File: src/rtl/ral_pkg.sv
// Shared types and codes for the reorder active list.
// No dependencies.
package ral_pkg;
  typedef enum logic [2:0] {
    OP_PUSH = 3'd0, OP_PEEK = 3'd1, OP_POP = 3'd2, OP_UPDATE = 3'd3,
    OP_DEPQ = 3'd4, OP_MDONE = 3'd5, OP_MEXC = 3'd6, OP_NONE = 3'd7
  } op_e;
  localparam logic [1:0] ST_OK = 2'd0;
  localparam logic [1:0] ST_FULL = 2'd1;
  localparam logic [1:0] ST_BADIDX = 2'd2;
  typedef struct packed {
    logic load;
    logic scan;
  } cmd_t;
  typedef struct packed {
    logic busy;
  } sts_t;
endpackage

File: src/rtl/reorder_active_list_core.sv
// Top level of the reorder active list: controller plus datapath.
// Uses ral_pkg, ral_ctrl, ral_dp.
// Each operation goes through capture, one parallel pass over all
// entry cells (compare, shift or write), then the result beat; a new item is
// taken once the result is taken. Occupancy follows each operation.
module reorder_active_list_core #(
  parameter int LIST_DEPTH = 32,
  parameter int PC_WIDTH = 32
) (
  input  logic clk_i,
  input  logic rst_ni,
  input  logic in_valid,
  output logic in_ready,
  input  logic [2:0] opcode_i,
  input  logic [4:0] position_i,
  input  logic [PC_WIDTH-1:0] entry_pc_i,
  input  logic [4:0] entry_log_dest_i,
  input  logic [5:0] entry_old_phys_i,
  input  logic entry_done_i,
  input  logic entry_exception_i,
  input  logic [4:0] reg_query_i,
  input  logic mark_value_i,
  output logic out_valid,
  input  logic out_ready,
  output logic [1:0] status_o,
  output logic [31:0] out_pc_o,
  output logic [4:0] out_log_dest_o,
  output logic [5:0] out_old_phys_o,
  output logic out_done_o,
  output logic out_exception_o,
  output logic dependent_o,
  output logic [5:0] occupancy_o
);
  import ral_pkg::*;
  cmd_t cmd;
  sts_t sts;

  ral_ctrl u_ctrl (.clk_i, .rst_ni, .in_valid, .in_ready, .out_valid, .out_ready,
                   .sts_i(sts), .cmd_o(cmd));
  ral_dp #(.LIST_DEPTH(LIST_DEPTH), .PC_WIDTH(PC_WIDTH)) u_dp (
    .clk_i, .rst_ni, .cmd_i(cmd), .sts_o(sts), .opcode_i, .position_i, .entry_pc_i,
    .entry_log_dest_i, .entry_old_phys_i, .entry_done_i, .entry_exception_i,
    .reg_query_i, .mark_value_i, .status_o, .out_pc_o, .out_log_dest_o,
    .out_old_phys_o, .out_done_o, .out_exception_o, .dependent_o, .occupancy_o);
endmodule

File: src/rtl/ral_ctrl.sv
// Handshake controller of the reorder active list.
// Uses ral_pkg.
module ral_ctrl (
  input  logic clk_i,
  input  logic rst_ni,
  input  logic in_valid,
  output logic in_ready,
  output logic out_valid,
  input  logic out_ready,
  input  ral_pkg::sts_t sts_i,
  output ral_pkg::cmd_t cmd_o
);
  import ral_pkg::*;
  typedef enum logic [1:0] {S_IDLE, S_WORK, S_DONE} state_e;
  state_e state_q;

  assign in_ready  = (state_q == S_IDLE);
  assign out_valid = (state_q == S_DONE);
  always_comb begin
    cmd_o.load = in_valid && in_ready;
    cmd_o.scan = (state_q == S_WORK);
  end

  always_ff @(posedge clk_i or negedge rst_ni) begin
    if (!rst_ni) begin
      state_q <= S_IDLE;
    end else begin
      unique case (state_q)
        S_IDLE: if (in_valid) state_q <= S_WORK;
        S_WORK: if (!sts_i.busy) state_q <= S_DONE;
        S_DONE: if (out_ready) state_q <= S_IDLE;
        default: state_q <= S_IDLE;
      endcase
    end
  end
endmodule

File: src/rtl/ral_dp.sv
// Datapath of the reorder active list: entry cells, count, result register.
// Uses ral_pkg.
module ral_dp #(
  parameter int LIST_DEPTH = 32,
  parameter int PC_WIDTH = 32
) (
  input  logic clk_i,
  input  logic rst_ni,
  input  ral_pkg::cmd_t cmd_i,
  output ral_pkg::sts_t sts_o,
  input  logic [2:0] opcode_i,
  input  logic [4:0] position_i,
  input  logic [PC_WIDTH-1:0] entry_pc_i,
  input  logic [4:0] entry_log_dest_i,
  input  logic [5:0] entry_old_phys_i,
  input  logic entry_done_i,
  input  logic entry_exception_i,
  input  logic [4:0] reg_query_i,
  input  logic mark_value_i,
  output logic [1:0] status_o,
  output logic [31:0] out_pc_o,
  output logic [4:0] out_log_dest_o,
  output logic [5:0] out_old_phys_o,
  output logic out_done_o,
  output logic out_exception_o,
  output logic dependent_o,
  output logic [5:0] occupancy_o
);
  import ral_pkg::*;
  localparam int CW = $clog2(LIST_DEPTH + 1);
  localparam int IW = $clog2(LIST_DEPTH);

  logic [PC_WIDTH-1:0] pc_q [LIST_DEPTH];
  logic [4:0] ld_q [LIST_DEPTH];
  logic [5:0] op_q [LIST_DEPTH];
  logic dn_q [LIST_DEPTH];
  logic ex_q [LIST_DEPTH];
  logic [CW-1:0] cnt_q;

  // latched operation
  logic [2:0] opc_q;
  logic [4:0] pos_q, reg_q;
  logic [PC_WIDTH-1:0] ipc_q;
  logic [4:0] ild_q;
  logic [5:0] iop_q;
  logic idn_q, iex_q, mv_q;

  // result register
  logic [1:0] status_q;
  logic [31:0] rpc_q;
  logic [4:0] rld_q;
  logic [5:0] rop_q;
  logic rdn_q, rex_q, dep_q;

  logic [LIST_DEPTH-1:0] live, pcm, depm, first_pcm;
  logic pos_ok;
  logic [IW-1:0] pidx;

  always_comb begin
    for (int i = 0; i < LIST_DEPTH; i++) begin
      live[i] = (CW'(i) < cnt_q);
      pcm[i]  = live[i] && (pc_q[i] == ipc_q);
      depm[i] = live[i] && (ld_q[i] == reg_q) && !dn_q[i];
    end
    first_pcm = pcm & (~pcm + LIST_DEPTH'(1));
  end
  assign pos_ok = (32'(pos_q) < 32'(cnt_q)) && (32'(pos_q) < LIST_DEPTH);
  assign pidx = IW'(pos_q);
  assign sts_o.busy = 1'b0;
  assign occupancy_o = 6'(cnt_q);

  assign status_o = status_q;
  assign out_pc_o = rpc_q;
  assign out_log_dest_o = rld_q;
  assign out_old_phys_o = rop_q;
  assign out_done_o = rdn_q;
  assign out_exception_o = rex_q;
  assign dependent_o = dep_q;

  always_ff @(posedge clk_i) begin
    if (cmd_i.load) begin
      opc_q <= opcode_i; pos_q <= position_i; reg_q <= reg_query_i;
      ipc_q <= entry_pc_i; ild_q <= entry_log_dest_i; iop_q <= entry_old_phys_i;
      idn_q <= entry_done_i; iex_q <= entry_exception_i; mv_q <= mark_value_i;
    end
  end

  always_ff @(posedge clk_i or negedge rst_ni) begin
    if (!rst_ni) begin
      cnt_q <= '0;
    end else if (cmd_i.scan) begin
      if (opc_q == OP_PUSH && cnt_q < CW'(LIST_DEPTH)) cnt_q <= cnt_q + CW'(1);
      else if (opc_q == OP_POP && pos_ok) cnt_q <= cnt_q - CW'(1);
    end
  end

  always_ff @(posedge clk_i) begin
    if (cmd_i.scan) begin
      status_q <= ST_OK; dep_q <= 1'b0;
      rpc_q <= '0; rld_q <= '0; rop_q <= '0;
      rdn_q <= 1'b0; rex_q <= 1'b0;
      case (opc_q)
        OP_PUSH: if (cnt_q >= CW'(LIST_DEPTH)) status_q <= ST_FULL;
        OP_PEEK, OP_POP, OP_UPDATE: begin
          if (!pos_ok) status_q <= ST_BADIDX;
          else if (opc_q != OP_UPDATE) begin
            rpc_q <= 32'(pc_q[pidx]); rld_q <= ld_q[pidx];
            rop_q <= op_q[pidx]; rdn_q <= dn_q[pidx];
            rex_q <= ex_q[pidx];
          end
        end
        OP_DEPQ: dep_q <= |depm;
        default: ;
      endcase
    end
  end

  // entry cells
  always_ff @(posedge clk_i) begin
    if (cmd_i.scan) begin
      for (int i = 0; i < LIST_DEPTH; i++) begin
        case (opc_q)
          OP_PUSH: if (CW'(i) == cnt_q) begin
            pc_q[i] <= ipc_q; ld_q[i] <= ild_q; op_q[i] <= iop_q;
            dn_q[i] <= idn_q; ex_q[i] <= iex_q;
          end
          OP_UPDATE: if (pos_ok && IW'(i) == pidx) begin
            pc_q[i] <= ipc_q; ld_q[i] <= ild_q; op_q[i] <= iop_q;
            dn_q[i] <= idn_q; ex_q[i] <= iex_q;
          end
          OP_POP: if (pos_ok && IW'(i) >= pidx && i < LIST_DEPTH-1) begin
            pc_q[i] <= pc_q[(i+1) % LIST_DEPTH]; ld_q[i] <= ld_q[(i+1) % LIST_DEPTH];
            op_q[i] <= op_q[(i+1) % LIST_DEPTH]; dn_q[i] <= dn_q[(i+1) % LIST_DEPTH];
            ex_q[i] <= ex_q[(i+1) % LIST_DEPTH];
          end
          OP_MDONE: if (first_pcm[i]) dn_q[i] <= mv_q;
          OP_MEXC:  if (first_pcm[i]) ex_q[i] <= mv_q;
          default: ;
        endcase
      end
    end
  end
endmodule

File: config.mk
export PLATFORM = sky130hd
export DESIGN_NAME = reorder_active_list_core
export DESIGN_NICKNAME = d
export VERILOG_FILES = /design/src/rtl/ral_pkg.sv /design/src/rtl/reorder_active_list_core.sv /design/src/rtl/ral_ctrl.sv /design/src/rtl/ral_dp.sv
export SDC_FILE = /design/constraint.sdc
export NUM_CORES = 2
export LEC_CHECK = 0
export BUFFER_PORTS_ARGS = -buffer_cell sky130_fd_sc_hd__buf_2
export CAP_MARGIN = 0
export CORE_ASPECT_RATIO = 1.2
export CORE_MARGIN = 3
export CORE_UTILIZATION = 30
export CTS_CLUSTER_DIAMETER = 200
export DETAILED_ROUTE_END_ITERATION = 10
export GPL_TIMING_DRIVEN = 0
export HOLD_SLACK_MARGIN = 0.06
export PLACE_DENSITY = 0.46
export SETUP_SLACK_MARGIN = 0.2
export SLEW_MARGIN = 40
export SYNTH_ARGS = -nofsm -noshare
export SYNTH_HDL_FRONTEND = slang
export SYNTH_SLANG_ARGS = --single-unit
File: constraint.sdc
create_clock -name clk_i -period 6.35 [get_ports clk_i]
set_input_delay 0 -clock clk_i [delete_from_list [all_inputs] [get_ports clk_i]]
set_output_delay 0 -clock clk_i [all_outputs]
set_load 0.01 [all_outputs]
==> results.md <==
- Via/cell ratio: 5.82
- EDFF count, synth: 1547
- Mux contribution to synthesized area: 0.252
- Total gr overflow: 0
- Fmax: 163 MHz
- Crit path from: u_dp.ipc_q[24]
- Initial core utilization: 0.302
- DPL Wire Length: 454 mm
- Arrival time worst endpoint: 6.73 ns
- Initial antenna violation count: 41
- Multi-input gate area: 0.0452 sq mm
- Reg area: 0.0467 sq mm
- Outcome: complete, no violations
- Final Hold Fails: 0
- CP Buf/Inv Count: 3
- WHS: 0.154 ns
- CTS sink count: 1555
- Largest family of logic cells by synthesized area: multiplexers
- Critical path data required time: 6.95 ns
- CTS tree: done
- Mapped Nets: 7170
- Synth unique cells: 69
- Area grow syn2layout: 17.5%
- GRT Overall Usage: 0.327
- Largest net degree at the start of global routing: 36
- Synth Flop Type: edfxtp_1
- Finished Cell Area: 0.110 sq mm
- FP Rows: 224
- Slowest CP cell: nor4_1
- Die W: 516 um
- Worst-path clk slew: 0.06 ns
- Compound-cell area share of the yosys netlist: 0.0162
- Flops & latches, synth: 1555
- Largest stage delay, worst path: 0.90 ns
- Via count: 69207
- DR pass1 iterations: 6
- Io pins: 119
- Post-synthesis instance area: 0.0936 sq mm
- DR WL met2: 244 mm
- PD cells: 336 mW/mm^2
- Synth area leader: edfxtp_1
- H-tree depth: 4
- Synth top area share: 0.496
- Place WS: -0.180 ns
- Critical Path End Type: flop
- DIE AREA: 0.319 sq mm
- Routed wire length: 534 mm
- GPL Wtd Cong: 1.02
- Routed length per instance: 44.9 um
- Simple-Gate Fraction of Synth Area: 0.0905
- RSZ-0062 raised after global routing: no
- Met1 WL: 201 mm
- Least-Margin Pin Slew: 1.02 ns
- Setup Skew: 0.0430 ns
- P_leak: 37.2 nW
- Crit. path cell count: 12
- Hold crit path type: in2async
- CTS Buf Count: 196
- Synth area leaders: edfxtp_1 (50%), mux2_2 (13%), mux4_2 (11%)
- Remaining DRCs: 0
- Layout cells sized above 1: 0.344
- RR Endpoint: u_dp.dn_q[28]
- Pins Over Slew Limit: 0
- Layout Nets: 7721
- Core area: 0.310 sq mm
- Min Tclk post-route: 6.13 ns
- Syn Inst Count: 7097
- DR iter-0 viols: 9676
- Top sig layer: met5
- CP Max Fanout: 11
- Synthesized area per cell: 13.2 sq um
- Asr flop ratio synth: 0.00514
- Xor/xnor share of the synthesized area: 0.111
- Critical Path Sink: u_dp.dn_q[28]
- Max-cap violations: 0
- # port buffers: 118
- Slew HR: 0.317
- Crit path max-delay family: simple AND/OR/NAND/NOR gates
- CP startpoint kind: flop
- Die height: 618 um
- WS Path Type: reg2reg
- CTS max path bufs: 4
- Antenna-violating nets left: 0
- Adder-cell share of the synthesized area: 0.00134
- Post-DP Area: 0.103 sq mm
- Fillers: 30117
- Number of global-route vias before repair: 67038
- RR Startpoint: u_dp.ipc_q[24]
- CP Cell Sequence: buf_4 -> buf_4 -> buf_2 -> xor2_1 -> nor4_1 -> nand4_1 -> nor3_1 -> or4_1 -> nand3b_1 -> nor4_1 -> nand2_1 -> mux2i_1
- Fin crit share: 0.966
- Fin worst setup slack: 0.218 ns
- Worst-Skew Late Latency: 0.91 ns
- First-pass GRT wire length: 678 mm
- Final setup fails: 0
- FF-to-FF path depth: 12
- Seq/Total Area, Yosys: 0.499
- Yosys warning total: 0
- R2r setup slk: 0.22 ns
- Peak VDD IR: 242 uV
- Root buf cell: clkbuf_16
- Metal3 WL: 35.1 mm
## timing repair
item                                    4_1_cts  5_1_grt
endpoints found under the hold margin       104        0
endpoints found under the setup margin      168       95
cloned                                        0        0
buffers inserted                              0        0
resized for setup                             7        8
hold buffers                                124        0
## layout by cell type (no fill, tap or decap), drive strengths merged, types with 11 or more instances in the layout
master	n
edfxtp	1547
mux2	1104
nand2	888
xor2	748
clkbuf	569
buf	502
mux4	450
xnor2	442
nor4	281
nand4	186
nor2	172
dlygate4sd3	124
mux2i	104
a21oi	93
o21ai	92
clkinv	76
nor3	68
nand3	62
inv	51
diode	40
or4	21
or3	16
nor2b	13
and2	13
nand2b	11
a221oi	11
## metrics by stage
stage           util  power, mW  TNS [ns]  instances
6_report       0.354       36.9         0      11900
5_1_grt        0.354       37.4         0      11866
4_1_cts        0.354       36.6         0      11859
3_5_place_dp   0.330       25.5    -14.53      11393
3_3_place_gp   0.320       24.9  -1980.04      11283
2_1_floorplan      -       18.8         0       7097
## sequential cells by signal, summed over array words and instances (netlist names), 6 cells and up
signal               flops
u_dp.occupancy_o         6
u_dp.ex_q               32
u_dp.dn_q               32
u_dp.ipc_q              32
u_dp.pc_q             1024
u_dp.op_q              192
u_dp.out_pc_o           32
u_dp.out_old_phys_o      6
u_dp.ld_q              160
u_dp.iop_q               6
## where the power goes
| group | internal [mW] | switching [mW] |
|---|---|---|
| Combinational | 4.03 | 9.07 |
| Clock | 6.20 | 4.94 |
| Sequential | 12.2 | 0.436 |
## layout make-up
class                           count  share of cell area
Sequential cell                  1555               0.424
Multi-Input combinational cell   4895               0.411
Clock buffer                      243              0.0474
Tap cell                         4068              0.0463
Timing Repair Buffer              353              0.0338
Buffer                            599              0.0271
Clock inverter                     99             0.00693
Inverter                           48             0.00246
Antenna cell                       40            0.000910
## worst min-delay path: cells and delay by family
kind,cells,cell delay [ns]
buf+inv,3,1.46
## synth_stat cells, types with 4 or more instances
library cell / instances
nor4_1: 281
nand2_1: 888
clkbuf_1: 325
buf_1: 140
nand3_1: 62
xor2_1: 748
nor2_1: 172
o21ai_0: 84
o21ai_1: 8
nor2b_1: 13
xnor2_1: 442
or4_1: 21
and2_1: 11
inv_1: 45
nor3_1: 66
a31oi_1: 8
nor4b_1: 7
buf_4: 71
edfxtp_1: 1547
and3_1: 9
or2_2: 9
a2111oi_0: 4
or3_1: 16
a221oi_1: 11
nand4b_1: 10
a21o_1: 5
o211a_1: 4
a311oi_1: 4
mux4_2: 450
dfrtp_1: 8
buf_2: 63
a21oi_1: 93
mux2i_1: 104
nand4_1: 186
nand2b_1: 11
o211ai_1: 8
mux2_2: 1104
ha_1: 10
a211oi_1: 4
## how the worst min path moves through the flow
stage	start	endpoint	slack (ns)	cells after the start
3_5_place_dp	rst_ni	u_ctrl.state_q[0]	-0.13	1
3_3_place_gp	rst_ni	u_ctrl.state_q[0]	-0.13	1
2_1_floorplan	rst_ni	u_ctrl.state_q[0]	-0.30	0
6_report	rst_ni	u_dp.occupancy_o[3]	0.15	3
5_1_grt	rst_ni	u_ctrl.state_q[0]	0.17	3
4_1_cts	rst_ni	u_dp.occupancy_o[2]	0.12	3
## logic make-up (layout without fill, tap and decap cells)
kind of cell               Yosys count  after routing
buffers and inverters              647           1342
adders and majority gates           10             10
muxes                             1658           1658
and+or+nand+nor                   1782           1782
other                                0             40
DFF                               1555           1555
AOI/OAI and AO/OA                  255            255
xor gates and xnor gates          1190           1190
## metal layers
layer  vias up  global-route usage
met2      3845               0.516
met5         -                   0
met1     36475               0.398
met4        12               0.268
li1      27890                   -
met3       985              0.0446
Power figures use the tool's default switching activity.
